`config.mk`:
```
export PLATFORM = sky130hd
export DESIGN_NAME = lirs_replacement_policy_top_flat
export DESIGN_NICKNAME = d
export VERILOG_FILES = /design/src/hdl/lirs_pkg.sv /design/src/hdl/lirs_if.sv /design/src/hdl/lirs_dp.sv /design/src/hdl/lirs_ctrl.sv /design/src/hdl/lirs_replacement_policy_top.sv /design/src/flat_wrapper.sv
export SDC_FILE = /design/constraint.sdc
export NUM_CORES = 2
export LEC_CHECK = 0
export BUFFER_PORTS_ARGS = -buffer_cell sky130_fd_sc_hd__buf_2
export CAP_MARGIN = 20
export CORE_MARGIN = 2
export CORE_UTILIZATION = 40
export CTS_CLUSTER_SIZE = 8
export DETAILED_ROUTE_END_ITERATION = 8
export SLEW_MARGIN = 20
export SYNTH_ARGS = -nofsm -noshare
export SYNTH_HDL_FRONTEND = slang
export SYNTH_HIERARCHICAL = 1
export SYNTH_SLANG_ARGS = --single-unit
```
`constraint.sdc`:
```
create_clock -name clk -period 15.1 [get_ports clk]
set_input_delay 3.02 -clock clk [delete_from_list [all_inputs] [get_ports clk]]
set_output_delay 3.02 -clock clk [all_outputs]
set_load 0.05 [all_outputs]
```
`src/hdl/lirs_pkg.sv`:
```
// Shared types and constants for the LIRS replacement policy block.
// No dependencies; imported by every other file of the block but lirs_checker.
`default_nettype none

package lirs_pkg;

    localparam int IN_KEY_BITS    = 32;
    localparam int LIR_CAP_BITS   = 5;
    localparam int HIR_CAP_BITS   = 4;
    localparam int CFG_DATA_BITS  = 5;
    localparam int CFG_INDEX_BITS = 1;

    localparam logic [CFG_INDEX_BITS-1:0] REG_LIR_CAP = 1'd0;
    localparam logic [CFG_INDEX_BITS-1:0] REG_HIR_CAP = 1'd1;

    localparam logic [LIR_CAP_BITS-1:0] LIR_CAP_RESET = 5'd2;
    localparam logic [HIR_CAP_BITS-1:0] HIR_CAP_RESET = 4'd1;

    // stack entry marks
    localparam logic [1:0] MARK_LIR        = 2'd0;
    localparam logic [1:0] MARK_HIR_RES    = 2'd1;
    localparam logic [1:0] MARK_HIR_NONRES = 2'd2;

    // datapath operations
    localparam logic [3:0] OP_NOP     = 4'd0;
    localparam logic [3:0] OP_LOAD    = 4'd1;
    localparam logic [3:0] OP_PTR_CLR = 4'd2;
    localparam logic [3:0] OP_PTR_INC = 4'd3;
    localparam logic [3:0] OP_SET_S   = 4'd4;
    localparam logic [3:0] OP_SET_Q   = 4'd5;
    localparam logic [3:0] OP_RM_Q    = 4'd6;
    localparam logic [3:0] OP_RM_S    = 4'd7;
    localparam logic [3:0] OP_RM_PTR  = 4'd8;
    localparam logic [3:0] OP_FPOP    = 4'd9;
    localparam logic [3:0] OP_FAPPEND = 4'd10;
    localparam logic [3:0] OP_MARK_NR = 4'd11;
    localparam logic [3:0] OP_DEMOTE  = 4'd12;
    localparam logic [3:0] OP_SPUSH   = 4'd13;

    typedef struct packed {
        logic [3:0] op;
        logic       key_sel;   // scan: evicted key; append: demoted key
        logic [1:0] mark;
        logic       lir_inc;
        logic       lir_dec;
    } lirs_cmd_t;

    typedef struct packed {
        logic       s_end;
        logic       s_match;
        logic [1:0] s_mark;
        logic [1:0] s_idx_mark;
        logic [1:0] mark0;
        logic       s_found;
        logic       q_found;
        logic       q_end;
        logic       q_match;
        logic       stack_full;
        logic       stack_nz;
        logic       dem_end;
        logic       lir_room;
        logic       fifo_evict;
    } lirs_status_t;

endpackage

`default_nettype wire

```
`src/hdl/lirs_if.sv`:
```
// Valid/ready channel interfaces for the LIRS block: request and response.
// Depends on lirs_pkg.
`default_nettype none

interface lirs_req_if import lirs_pkg::*; ();
    logic                   valid;
    logic                   ready;
    logic [IN_KEY_BITS-1:0] access_key;

    modport source (output valid, output access_key, input ready);
    modport sink   (input valid, input access_key, output ready);
endinterface

interface lirs_rsp_if import lirs_pkg::*; ();
    logic valid;
    logic ready;
    logic was_hit;

    modport source (output valid, output was_hit, input ready);
    modport sink   (input valid, input was_hit, output ready);
endinterface

`default_nettype wire

```
`src/hdl/lirs_dp.sv`:
```
// LIRS datapath: recency stack, resident-HIR FIFO, counters and scan pointer.
// Executes one command per cycle from lirs_ctrl; depends on lirs_pkg.
`default_nettype none

module lirs_dp import lirs_pkg::*; #(
    parameter int STACK_DEPTH = 32,
    parameter int FIFO_DEPTH  = 8,
    parameter int KEY_BITS    = 32
) (
    input  wire logic                    clk,
    input  wire logic                    rst_n,
    input  wire logic [IN_KEY_BITS-1:0]  in_key,
    input  wire logic [LIR_CAP_BITS-1:0] lir_cap,
    input  wire logic [HIR_CAP_BITS-1:0] hir_cap,
    input  wire lirs_cmd_t               cmd,
    output lirs_status_t                 status
);

    localparam int KW   = (KEY_BITS < IN_KEY_BITS) ? KEY_BITS : IN_KEY_BITS;
    localparam int SW   = (STACK_DEPTH > 1) ? $clog2(STACK_DEPTH) : 1;
    localparam int CW   = $clog2(STACK_DEPTH + 1);
    localparam int FW   = (FIFO_DEPTH > 1) ? $clog2(FIFO_DEPTH) : 1;
    localparam int QW   = $clog2(FIFO_DEPTH + 1);
    localparam int MAXD = (STACK_DEPTH > FIFO_DEPTH) ? STACK_DEPTH : FIFO_DEPTH;
    localparam int PW   = $clog2(MAXD + 1);
    localparam int LW   = (CW > LIR_CAP_BITS) ? CW : LIR_CAP_BITS;
    localparam int HW   = (QW > HIR_CAP_BITS) ? QW : HIR_CAP_BITS;

    logic [KW-1:0] skey_reg [STACK_DEPTH];
    logic [1:0]    smark_reg[STACK_DEPTH];
    logic [KW-1:0] fkey_reg [FIFO_DEPTH];
    logic [CW-1:0] scount_reg;
    logic [QW-1:0] fcount_reg;
    logic [CW-1:0] lir_reg;
    logic [KW-1:0] key_reg;
    logic [KW-1:0] ev_key_reg;
    logic [KW-1:0] dem_key_reg;
    logic [PW-1:0] ptr_reg;
    logic [SW-1:0] s_idx_reg;
    logic [FW-1:0] q_idx_reg;
    logic          s_found_reg;
    logic          q_found_reg;

    logic [SW-1:0] sp;
    logic [FW-1:0] fp;
    logic [KW-1:0] cmp_key;
    logic [KW-1:0] app_key;
    logic [SW-1:0] rm_idx;
    logic [HW-1:0] fcap;
    logic          fifo_room;

    assign sp        = ptr_reg[SW-1:0];
    assign fp        = ptr_reg[FW-1:0];
    assign cmp_key   = cmd.key_sel ? ev_key_reg : key_reg;
    assign app_key   = cmd.key_sel ? dem_key_reg : key_reg;
    assign rm_idx    = (cmd.op == OP_RM_S) ? s_idx_reg : sp;
    assign fifo_room = fcount_reg < QW'(FIFO_DEPTH);

    // effective FIFO limit: register clamped to 1..FIFO_DEPTH
    always_comb
    begin
        if (hir_cap == '0)
            fcap = HW'(1);
        else if (HW'(hir_cap) > HW'(FIFO_DEPTH))
            fcap = HW'(FIFO_DEPTH);
        else
            fcap = HW'(hir_cap);
    end

    always_comb
    begin
        status.s_end      = ptr_reg >= PW'(scount_reg);
        status.s_match    = skey_reg[sp] == cmp_key;
        status.s_mark     = smark_reg[sp];
        status.s_idx_mark = smark_reg[s_idx_reg];
        status.mark0      = smark_reg[0];
        status.s_found    = s_found_reg;
        status.q_found    = q_found_reg;
        status.q_end      = ptr_reg >= PW'(fcount_reg);
        status.q_match    = fkey_reg[fp] == key_reg;
        status.stack_full = scount_reg >= CW'(STACK_DEPTH);
        status.stack_nz   = scount_reg != '0;
        status.dem_end    = ((PW + 1)'(ptr_reg) + (PW + 1)'(1)) >= (PW + 1)'(scount_reg);
        status.lir_room   = LW'(lir_reg) < LW'(lir_cap);
        status.fifo_evict = (fcount_reg != '0) && (HW'(fcount_reg) >= fcap);
    end

    // entry storage, no reset
    always_ff @(posedge clk)
    begin
        case (cmd.op)
            OP_LOAD:
            begin
                key_reg <= in_key[KW-1:0];
            end
            OP_RM_S, OP_RM_PTR, OP_DEMOTE:
            begin
                if (cmd.op == OP_DEMOTE)
                    dem_key_reg <= skey_reg[sp];
                for (int j = 0; j < STACK_DEPTH - 1; j++)
                begin
                    if (j >= int'(rm_idx))
                    begin
                        skey_reg[j]  <= skey_reg[j+1];
                        smark_reg[j] <= smark_reg[j+1];
                    end
                end
            end
            OP_FPOP, OP_RM_Q:
            begin
                if (cmd.op == OP_FPOP)
                    ev_key_reg <= fkey_reg[0];
                for (int j = 0; j < FIFO_DEPTH - 1; j++)
                begin
                    if (cmd.op == OP_FPOP || j >= int'(q_idx_reg))
                        fkey_reg[j] <= fkey_reg[j+1];
                end
            end
            OP_FAPPEND:
            begin
                if (fifo_room)
                    fkey_reg[fcount_reg[FW-1:0]] <= app_key;
            end
            OP_MARK_NR:
            begin
                smark_reg[sp] <= MARK_HIR_NONRES;
            end
            OP_SPUSH:
            begin
                skey_reg[scount_reg[SW-1:0]]  <= key_reg;
                smark_reg[scount_reg[SW-1:0]] <= cmd.mark;
            end
            default:
            begin
            end
        endcase
    end

    // counters, pointer and search results
    always_ff @(posedge clk or negedge rst_n)
    begin
        if (!rst_n)
        begin
            scount_reg  <= '0;
            fcount_reg  <= '0;
            lir_reg     <= '0;
            ptr_reg     <= '0;
            s_idx_reg   <= '0;
            q_idx_reg   <= '0;
            s_found_reg <= 1'b0;
            q_found_reg <= 1'b0;
        end
        else
        begin
            case (cmd.op)
                OP_LOAD:
                begin
                    ptr_reg     <= '0;
                    s_found_reg <= 1'b0;
                    q_found_reg <= 1'b0;
                end
                OP_PTR_CLR:
                begin
                    ptr_reg <= '0;
                end
                OP_PTR_INC:
                begin
                    ptr_reg <= ptr_reg + PW'(1);
                end
                OP_SET_S:
                begin
                    s_idx_reg   <= sp;
                    s_found_reg <= 1'b1;
                    ptr_reg     <= '0;
                end
                OP_SET_Q:
                begin
                    q_idx_reg   <= fp;
                    q_found_reg <= 1'b1;
                end
                OP_RM_Q:
                begin
                    fcount_reg <= fcount_reg - QW'(1);
                end
                OP_RM_S:
                begin
                    scount_reg <= scount_reg - CW'(1);
                end
                OP_RM_PTR, OP_DEMOTE:
                begin
                    scount_reg <= scount_reg - CW'(1);
                    if ((cmd.op == OP_DEMOTE || cmd.lir_dec) && lir_reg != '0)
                        lir_reg <= lir_reg - CW'(1);
                end
                OP_FPOP:
                begin
                    fcount_reg <= fcount_reg - QW'(1);
                    ptr_reg    <= '0;
                end
                OP_FAPPEND:
                begin
                    if (fifo_room)
                        fcount_reg <= fcount_reg + QW'(1);
                    ptr_reg <= '0;
                end
                OP_SPUSH:
                begin
                    scount_reg <= scount_reg + CW'(1);
                    lir_reg    <= lir_reg + CW'(cmd.lir_inc);
                    ptr_reg    <= '0;
                end
                default:
                begin
                end
            endcase
        end
    end

endmodule

`default_nettype wire

```
`src/hdl/lirs_ctrl.sv`:
```
// LIRS controller: sequences search, remove, push, demote, evict and prune
// steps, holds the configuration and result registers. Depends on lirs_pkg.
`default_nettype none

module lirs_ctrl import lirs_pkg::*; (
    input  wire logic                      clk,
    input  wire logic                      rst_n,
    input  wire logic                      in_valid,
    output logic                           in_ready,
    output logic                           out_valid,
    input  wire logic                      out_ready,
    output logic                           out_hit,
    input  wire logic                      cfg_we,
    input  wire logic [CFG_INDEX_BITS-1:0] cfg_index,
    input  wire logic [CFG_DATA_BITS-1:0]  cfg_data,
    output logic [LIR_CAP_BITS-1:0]        lir_cap,
    output logic [HIR_CAP_BITS-1:0]        hir_cap,
    output lirs_cmd_t                      cmd,
    input  wire lirs_status_t              status
);

    localparam logic [3:0] ST_IDLE   = 4'd0;
    localparam logic [3:0] ST_SFIND  = 4'd1;
    localparam logic [3:0] ST_QFIND  = 4'd2;
    localparam logic [3:0] ST_DECIDE = 4'd3;
    localparam logic [3:0] ST_RMQ    = 4'd4;
    localparam logic [3:0] ST_RMS    = 4'd5;
    localparam logic [3:0] ST_FCHK   = 4'd6;
    localparam logic [3:0] ST_FSCAN  = 4'd7;
    localparam logic [3:0] ST_PCHK   = 4'd8;
    localparam logic [3:0] ST_PSCAN1 = 4'd9;
    localparam logic [3:0] ST_PSCAN2 = 4'd10;
    localparam logic [3:0] ST_PRM    = 4'd11;
    localparam logic [3:0] ST_PWR    = 4'd12;
    localparam logic [3:0] ST_DEM    = 4'd13;
    localparam logic [3:0] ST_PRUNE  = 4'd14;
    localparam logic [3:0] ST_DONE   = 4'd15;

    logic [3:0]              state_reg, state_next;
    logic                    rmq_reg, rmq_next;
    logic                    rms_reg, rms_next;
    logic                    fp_reg, fp_next;
    logic                    dem_reg, dem_next;
    logic                    ret_dem_reg, ret_dem_next;
    logic                    drop_reg, drop_next;
    logic                    inc_reg, inc_next;
    logic [1:0]              mark_reg, mark_next;
    logic                    hit_reg, hit_next;
    logic                    out_valid_reg, out_valid_next;
    logic                    out_hit_reg, out_hit_next;
    logic [LIR_CAP_BITS-1:0] lir_cap_reg, lir_cap_next;
    logic [HIR_CAP_BITS-1:0] hir_cap_reg, hir_cap_next;

    logic is_lir;

    assign is_lir    = status.s_found && (status.s_idx_mark == MARK_LIR);
    assign in_ready  = (state_reg == ST_IDLE);
    assign out_valid = out_valid_reg;
    assign out_hit   = out_hit_reg;
    assign lir_cap   = lir_cap_reg;
    assign hir_cap   = hir_cap_reg;

    always_comb
    begin
        state_next     = state_reg;
        rmq_next       = rmq_reg;
        rms_next       = rms_reg;
        fp_next        = fp_reg;
        dem_next       = dem_reg;
        ret_dem_next   = ret_dem_reg;
        drop_next      = drop_reg;
        inc_next       = inc_reg;
        mark_next      = mark_reg;
        hit_next       = hit_reg;
        out_valid_next = out_valid_reg;
        out_hit_next   = out_hit_reg;
        lir_cap_next   = lir_cap_reg;
        hir_cap_next   = hir_cap_reg;
        cmd            = '{op: OP_NOP, key_sel: 1'b0, mark: MARK_LIR,
                           lir_inc: 1'b0, lir_dec: 1'b0};

        if (cfg_we)
        begin
            case (cfg_index)
                REG_LIR_CAP: lir_cap_next = cfg_data[LIR_CAP_BITS-1:0];
                REG_HIR_CAP: hir_cap_next = cfg_data[HIR_CAP_BITS-1:0];
                default: ;
            endcase
        end

        if (out_valid_reg && out_ready)
            out_valid_next = 1'b0;

        case (state_reg)
            ST_IDLE:
            begin
                if (in_valid)
                begin
                    cmd.op     = OP_LOAD;
                    state_next = ST_SFIND;
                end
            end
            ST_SFIND:
            begin
                if (status.s_end)
                begin
                    cmd.op     = OP_PTR_CLR;
                    state_next = ST_QFIND;
                end
                else if (status.s_match)
                begin
                    cmd.op     = OP_SET_S;
                    state_next = ST_QFIND;
                end
                else
                    cmd.op = OP_PTR_INC;
            end
            ST_QFIND:
            begin
                if (status.q_end)
                    state_next = ST_DECIDE;
                else if (status.q_match)
                begin
                    cmd.op     = OP_SET_Q;
                    state_next = ST_DECIDE;
                end
                else
                    cmd.op = OP_PTR_INC;
            end
            ST_DECIDE:
            begin
                hit_next   = is_lir || status.q_found;
                rmq_next   = status.q_found;
                rms_next   = status.s_found;
                fp_next    = 1'b0;
                dem_next   = 1'b0;
                inc_next   = 1'b1;
                mark_next  = MARK_LIR;
                state_next = ST_RMQ;
                if (is_lir)
                begin
                    rmq_next = 1'b0;
                    inc_next = 1'b0;
                end
                else if (!status.lir_room)
                begin
                    if (status.s_found)
                        dem_next = 1'b1;   // promote HIR, demote lowest LIR
                    else
                    begin
                        fp_next   = 1'b1;
                        inc_next  = 1'b0;
                        mark_next = MARK_HIR_RES;
                    end
                end
            end
            ST_RMQ:
            begin
                if (rmq_reg)
                    cmd.op = OP_RM_Q;
                state_next = ST_RMS;
            end
            ST_RMS:
            begin
                if (rms_reg)
                    cmd.op = OP_RM_S;
                ret_dem_next = 1'b0;
                state_next   = fp_reg ? ST_FCHK : ST_PCHK;
            end
            ST_FCHK:
            begin
                if (status.fifo_evict)
                begin
                    cmd.op     = OP_FPOP;
                    state_next = ST_FSCAN;
                end
                else
                begin
                    cmd.op      = OP_FAPPEND;
                    cmd.key_sel = ret_dem_reg;
                    state_next  = ret_dem_reg ? ST_PRUNE : ST_PCHK;
                end
            end
            ST_FSCAN:
            begin
                // evicted block: first stack entry with its key goes non-resident if marked resident HIR
                cmd.key_sel = 1'b1;
                if (status.s_end)
                    state_next = ST_FCHK;
                else if (status.s_match)
                begin
                    if (status.s_mark == MARK_HIR_RES)
                        cmd.op = OP_MARK_NR;
                    state_next = ST_FCHK;
                end
                else
                    cmd.op = OP_PTR_INC;
            end
            ST_PCHK:
            begin
                cmd.op    = OP_PTR_CLR;
                drop_next = 1'b0;
                state_next = status.stack_full ? ST_PSCAN1 : ST_PWR;
            end
            ST_PSCAN1:
            begin
                if (status.s_end)
                begin
                    cmd.op     = OP_PTR_CLR;
                    state_next = ST_PSCAN2;
                end
                else if (status.s_mark == MARK_HIR_NONRES)
                    state_next = ST_PRM;
                else
                    cmd.op = OP_PTR_INC;
            end
            ST_PSCAN2:
            begin
                if (status.s_end)
                begin
                    cmd.op     = OP_PTR_CLR;
                    drop_next  = 1'b1;
                    state_next = ST_PRM;
                end
                else if (status.s_mark == MARK_HIR_RES)
                    state_next = ST_PRM;
                else
                    cmd.op = OP_PTR_INC;
            end
            ST_PRM:
            begin
                cmd.op      = OP_RM_PTR;
                cmd.lir_dec = drop_reg && (status.mark0 == MARK_LIR);
                state_next  = ST_PWR;
            end
            ST_PWR:
            begin
                cmd.op      = OP_SPUSH;
                cmd.mark    = mark_reg;
                cmd.lir_inc = inc_reg;
                state_next  = dem_reg ? ST_DEM : ST_PRUNE;
            end
            ST_DEM:
            begin
                if (status.dem_end)
                begin
                    cmd.op     = OP_PTR_CLR;
                    state_next = ST_PRUNE;
                end
                else if (status.s_mark == MARK_LIR)
                begin
                    cmd.op       = OP_DEMOTE;
                    ret_dem_next = 1'b1;
                    state_next   = ST_FCHK;
                end
                else
                    cmd.op = OP_PTR_INC;
            end
            ST_PRUNE:
            begin
                // pointer is zero here: removal at the pointer pops the bottom
                if (status.stack_nz && status.mark0 != MARK_LIR)
                    cmd.op = OP_RM_PTR;
                else
                    state_next = ST_DONE;
            end
            ST_DONE:
            begin
                if (!out_valid_reg || out_ready)
                begin
                    out_valid_next = 1'b1;
                    out_hit_next   = hit_reg;
                    state_next     = ST_IDLE;
                end
            end
            default:
            begin
                state_next = ST_IDLE;
            end
        endcase
    end

    always_ff @(posedge clk or negedge rst_n)
    begin
        if (!rst_n)
        begin
            state_reg     <= ST_IDLE;
            rmq_reg       <= 1'b0;
            rms_reg       <= 1'b0;
            fp_reg        <= 1'b0;
            dem_reg       <= 1'b0;
            ret_dem_reg   <= 1'b0;
            drop_reg      <= 1'b0;
            inc_reg       <= 1'b0;
            mark_reg      <= MARK_LIR;
            hit_reg       <= 1'b0;
            out_valid_reg <= 1'b0;
            lir_cap_reg   <= LIR_CAP_RESET;
            hir_cap_reg   <= HIR_CAP_RESET;
        end
        else
        begin
            state_reg     <= state_next;
            rmq_reg       <= rmq_next;
            rms_reg       <= rms_next;
            fp_reg        <= fp_next;
            dem_reg       <= dem_next;
            ret_dem_reg   <= ret_dem_next;
            drop_reg      <= drop_next;
            inc_reg       <= inc_next;
            mark_reg      <= mark_next;
            hit_reg       <= hit_next;
            out_valid_reg <= out_valid_next;
            lir_cap_reg   <= lir_cap_next;
            hir_cap_reg   <= hir_cap_next;
        end
    end

    always_ff @(posedge clk)
    begin
        out_hit_reg <= out_hit_next;
    end

endmodule

`default_nettype wire

```
`src/hdl/lirs_replacement_policy_top.sv`:
```
// LIRS replacement policy top level: controller plus datapath.
// Depends on lirs_pkg, lirs_if, lirs_ctrl and lirs_dp.
//
// One access key per request word, one hit/miss response word per request.
// Items are handled one at a time. The entry-by-entry stack scans (one entry per
// cycle) take most of the time of an item: the key search, the overflow victim
// search, the demote search and the bottom prune each walk the live stack, and
// every FIFO eviction rescans it for the evicted key. After the HIR capacity has
// been lowered a single item may evict the whole FIFO, which dominates the worst
// case. A finished response sits in an output register, so the next request
// is taken while it waits; a response still waiting when the next item ends
// holds that item, and the input, until it is taken.
// Configuration writes: index 0 LIR capacity, index 1 HIR capacity; write
// only while the block is idle.
`default_nettype none

module lirs_replacement_policy_top import lirs_pkg::*; #(
    parameter int STACK_DEPTH = 32,
    parameter int FIFO_DEPTH  = 8,
    parameter int KEY_BITS    = 32
) (
    input  wire logic                      clk,
    input  wire logic                      rst_n,
    lirs_req_if.sink                       req,
    lirs_rsp_if.source                     rsp,
    input  wire logic                      cfg_we,
    input  wire logic [CFG_INDEX_BITS-1:0] cfg_index,
    input  wire logic [CFG_DATA_BITS-1:0]  cfg_data
);

    lirs_cmd_t               cmd;
    lirs_status_t            status;
    logic [LIR_CAP_BITS-1:0] lir_cap;
    logic [HIR_CAP_BITS-1:0] hir_cap;

    lirs_ctrl u_ctrl (
        .clk       (clk),
        .rst_n     (rst_n),
        .in_valid  (req.valid),
        .in_ready  (req.ready),
        .out_valid (rsp.valid),
        .out_ready (rsp.ready),
        .out_hit   (rsp.was_hit),
        .cfg_we    (cfg_we),
        .cfg_index (cfg_index),
        .cfg_data  (cfg_data),
        .lir_cap   (lir_cap),
        .hir_cap   (hir_cap),
        .cmd       (cmd),
        .status    (status)
    );

    lirs_dp #(
        .STACK_DEPTH (STACK_DEPTH),
        .FIFO_DEPTH  (FIFO_DEPTH),
        .KEY_BITS    (KEY_BITS)
    ) u_dp (
        .clk     (clk),
        .rst_n   (rst_n),
        .in_key  (req.access_key),
        .lir_cap (lir_cap),
        .hir_cap (hir_cap),
        .cmd     (cmd),
        .status  (status)
    );

endmodule

`default_nettype wire

```
`src/flat_wrapper.sv`:
```
// flat-port wrapper written by rule: the top's interface ports become plain ports
module lirs_replacement_policy_top_flat import lirs_pkg::*;
#(
    parameter int STACK_DEPTH = 32,
    parameter int FIFO_DEPTH  = 8,
    parameter int KEY_BITS    = 32
)
  (clk, rst_n, cfg_we, cfg_index, cfg_data, req_valid, req_access_key, req_ready, rsp_valid, rsp_was_hit, rsp_ready);
  lirs_req_if req_i ();
  lirs_rsp_if rsp_i ();
  input  wire logic clk;
  input  wire logic rst_n;
  input  wire logic cfg_we;
  input  wire logic [CFG_INDEX_BITS-1:0] cfg_index;
  input  wire logic [CFG_DATA_BITS-1:0] cfg_data;
  input wire logic [$bits(req_i.valid)-1:0] req_valid;
  input wire logic [$bits(req_i.access_key)-1:0] req_access_key;
  output wire logic [$bits(req_i.ready)-1:0] req_ready;
  output wire logic [$bits(rsp_i.valid)-1:0] rsp_valid;
  output wire logic [$bits(rsp_i.was_hit)-1:0] rsp_was_hit;
  input wire logic [$bits(rsp_i.ready)-1:0] rsp_ready;
  assign req_i.valid = req_valid;
  assign req_i.access_key = req_access_key;
  assign req_ready = req_i.ready;
  assign rsp_valid = rsp_i.valid;
  assign rsp_was_hit = rsp_i.was_hit;
  assign rsp_i.ready = rsp_ready;
  lirs_replacement_policy_top #(.STACK_DEPTH(STACK_DEPTH), .FIFO_DEPTH(FIFO_DEPTH), .KEY_BITS(KEY_BITS)) u_core (.clk(clk), .rst_n(rst_n), .req(req_i), .rsp(rsp_i), .cfg_we(cfg_we), .cfg_index(cfg_index), .cfg_data(cfg_data));
endmodule
```
==> flow_results.org <==
** Yosys
- The commonest cells after synthesis are 1441 x edfxtp_1, 1038 x mux2_2, 494 x nand2_1, 325 x o21ai_0, 261 x mux4_2.
- Cell accounting for the most synthesized area :: edfxtp_1
- Sequential cell area fraction in the yosys report :: 0.584
- Of the post-synthesis cell area, the dominant cell type holds 0.567.
- FFs w/ async S/R, synth :: 0.0361
- The number of nets handed over by synthesis was 5138.
- YS warnings :: 6
- Count of flip-flops with a built-in enable after synthesis :: 1441
- Cell with the most instances after synthesis :: edfxtp_1
- In this run the mean area of a mapped cell was ~15 um^2.
- For this run, the leading register cell type out of synthesis is edfxtp_1.
- Count of unique library cells instantiated by Yosys :: 91
- The cell count after synthesis came out at 5055.
- The mapped netlist covers 76400 um^2.
- Synth area leaders :: edfxtp_1 57%, mux2_2 15%, mux4_2 7.7%
- In this run, synthesis produced a sequential element count of 1495.

** Global routing
- Maximum number of pins on one net before global-route repair :: 96
- The number of antenna violations at the first check in global routing was 19.
- Global route overflow :: 0
- The number of global-route vias before repair came to 45769.
- Combined global-route utilization of all metal layers :: 0.251
- The first global-routing pass estimated 349000 um of wire.

** Timing
- Setup repair after global routing missed its margin :: false
- Worst hold slack :: between 0.4 and 0.5 ns
- Setup-failing EPs final :: 0
- Measured against its own limit, the worst slew margin works out to 0.235.
- Clock Skew :: between 0.07 and 0.08 ns
- Transition time at the pin with the least slew margin :: 1.14 ns
- Maximum operating frequency :: 0.0909 GHz
- Sum of negative setup slack :: 0 ns
- Period Utilization, post-route :: 0.729
- Hold Violations, Final :: 0
- Tmin final :: approximately 11 ns
- The final number of max-transition violations was 0.

** Cells and area
- FILL cells :: between 15000 and 20000
- Nets :: 5096
- Final std cell area, no fill :: about 85000 um^2
- The register with the most flip-flops in the layout has 1024 of them.
- Of the cells placed in the final design, the portion with a size suffix greater than 1 is 0.354.
- At the end of the flow the core is filled with cells to 0.446.
- Area growth, synth to finish :: 10.9%

** Drt
- Detailed router's first-iteration violation count :: 5678
- ANT nets after route :: 0
- Number of vias after detailed routing :: 47016
- Routed len/inst :: 32.6 um
- Routed Wire Length :: approximately 250000 um
- Via density per instance :: 6.20
- For this run, the detailed router's first-pass iteration total came to 6.
- DRC errors left :: 0

** Floorplan
- Die span in y :: 441 um
- Number of rows created at floorplan :: 160
- The die covers 194000 um^2.
- Starting density of the core :: 0.402
- The floorplan step defined a core boundary enclosing 190000 um^2.
- Total I/O pin count :: 46
- In this run the horizontal extent of the chip is 441 um.

** Critical path
- Type of the worst setup path :: register to register
- Sort of element at the start of the critical path :: register
- At the worst endpoint, the arrival time is about 11 ns.
- Along the worst path, the maximum fanout reaches 45.
- Worst setup EP type :: register
- Req. time, crit path :: roughly 16 ns

** Clocking
- The tree is rooted in a clkbuf_16.
- Clock tree from TritonCTS :: yes
- Number of CTS-inserted buffers :: 206
- Counting along the longest clock path gives a buffer depth of 3.
- Number of clock sinks :: between 1000 and 1500
- The number of gates resized after CTS was 0.
- After clock tree synthesis, the clock-pin slew on the worst setup and hold paths is 0.05 ns.
- Hold repair after CTS inserted 0 buffers.
- Post-CTS setup buffers :: 0
- Clock Latency Late Sink :: 0.88 ns
- CTS H-Tree Depth :: 4

** Placement
- The congestion estimate from routability-driven global placement came to 0.937.
- In this run the tool buffered the top-level ports with 45 buffer cells.
- HPWL Detailed :: 159000 um
- Cell area reported after detailed placement :: 79000 um^2

** Run status
- The flow ran to the end, and the final reports show no timing, DRC or antenna violations.

** Job
- MaxCap Viol Count :: 0

** Pwr
- Power density over cell area :: about 240 nW/um^2
- Leakage :: 0.0283 uW
- Max VDD drop :: 0.170 mV

** Hold path
- In this run the worst hold path is classified as register to register.
==> through the flow <==
stage          power [uW]  cells  setup WS [ns]
6_report            20000   7581           4.09
3_5_place_dp        15700   7316           4.42
4_1_cts             20000   7579           4.38
5_1_grt             20700   7580           3.55
3_3_place_gp        15600   7315           4.47
2_1_floorplan       12500   5055           5.26
==> layout by cell type (no fill, tap or decap), drive strengths merged, types with 9 or more instances in the layout <==
master,instances
nor2b,47
ha,37
mux2,1039
xnor2,71
o22ai,21
clkbuf,248
inv,74
nand2b,34
a21oi,117
o21ai,327
a21o,21
buf,157
nor3,40
nor2,82
clkinv,12
nor4,16
a22oi,40
a31oi,10
edfxtp,1441
and2,20
o221ai,9
mux4,330
and3,18
mux2i,135
dfrtp,52
xor2,9
nand3,43
nand2,494
==> worst paths after layout <==
kind / endpoint / startpoint / cells after the start / slack, ns
worst min-delay path: u_core/u_dp/ev_key_reg[18] / u_core/u_dp/fkey_reg[0][18] / 0 / 0.45
max in group asynchronous: u_core/u_dp/ptr_reg[0] / rst_n / 2 / 12.10
worst min register to register: u_core/u_dp/ev_key_reg[18] / u_core/u_dp/fkey_reg[0][18] / 0 / 0.45
worst max-delay path: u_core/u_dp/skey_reg[10][10] / u_core/u_dp/ptr_reg[1] / 22 / 4.09
worst max register to register: u_core/u_dp/skey_reg[10][10] / u_core/u_dp/ptr_reg[1] / 22 / 4.09
min in group asynchronous: u_core/u_ctrl/lir_cap[4] / rst_n / 2 / 2.31
==> report_power, final <==
part	leakage (uW)	internal, uW	switching [uW]
Combinational	0.0118	2530	4850
Sequential	0.0137	7340	1020
Clock	0.00276	2480	1770
Total	0.0283	12300	7640
==> final cells by class <==
cell class	count	area [um^2]	share of cell area
Antenna cell	2	5.00	0.0000591
Clock buffer	248	5370	0.0633
Clock inverter	15	349	0.00412
Inverter	72	275	0.00325
Multi-Input combinational cell	3081	29800	0.352
Sequential cell	1495	44600	0.527
Tap cell	2511	3140	0.0371
Timing Repair Buffer	157	1120	0.0132
==> kinds of logic after synthesis <==
family                   after synthesis  synth area share
adder cells (fa/ha/maj)               40           0.00685
flip-flops                          1495             0.584
multiplexers                        1504             0.272
AO/OA/AOI/OAI                        625            0.0482
other                                  1         0.0000491
XOR/XNOR                              80           0.00917
AND/OR/NAND/NOR                      831            0.0491
buffers and inverters                479            0.0307
==> layer usage <==
metal	track usage	wire, um	up-vias
li1	-	-	19602
met1	0.340	99600	24660
met2	0.394	115000	2332
met3	0.0541	22100	414
met4	0.102	10400	8
met5	0.00124	64	-
==> critical path, cell delays in order (launching register included) <==
cell      delay (ns)
dfrtp_4         0.67
buf_4           0.54
buf_4           0.70
mux4_2          0.44
a22o_1          0.28
a221oi_1        0.69
nand3_1         0.43
xnor2_1         0.26
nor4_2          0.26
nand4_1         0.16
nor4_1          0.78
nand2b_1        0.22
nand2_1         0.12
mux2_2          0.15
nor3_1          0.04
or4_1           0.62
nor2b_1         0.27
and3_1          0.42
buf_4           0.29
inv_1           0.33
nor3_2          0.82
nand2_2         0.85
nand2_2         1.04
Note: power is estimated with default switching activity, not from simulation.
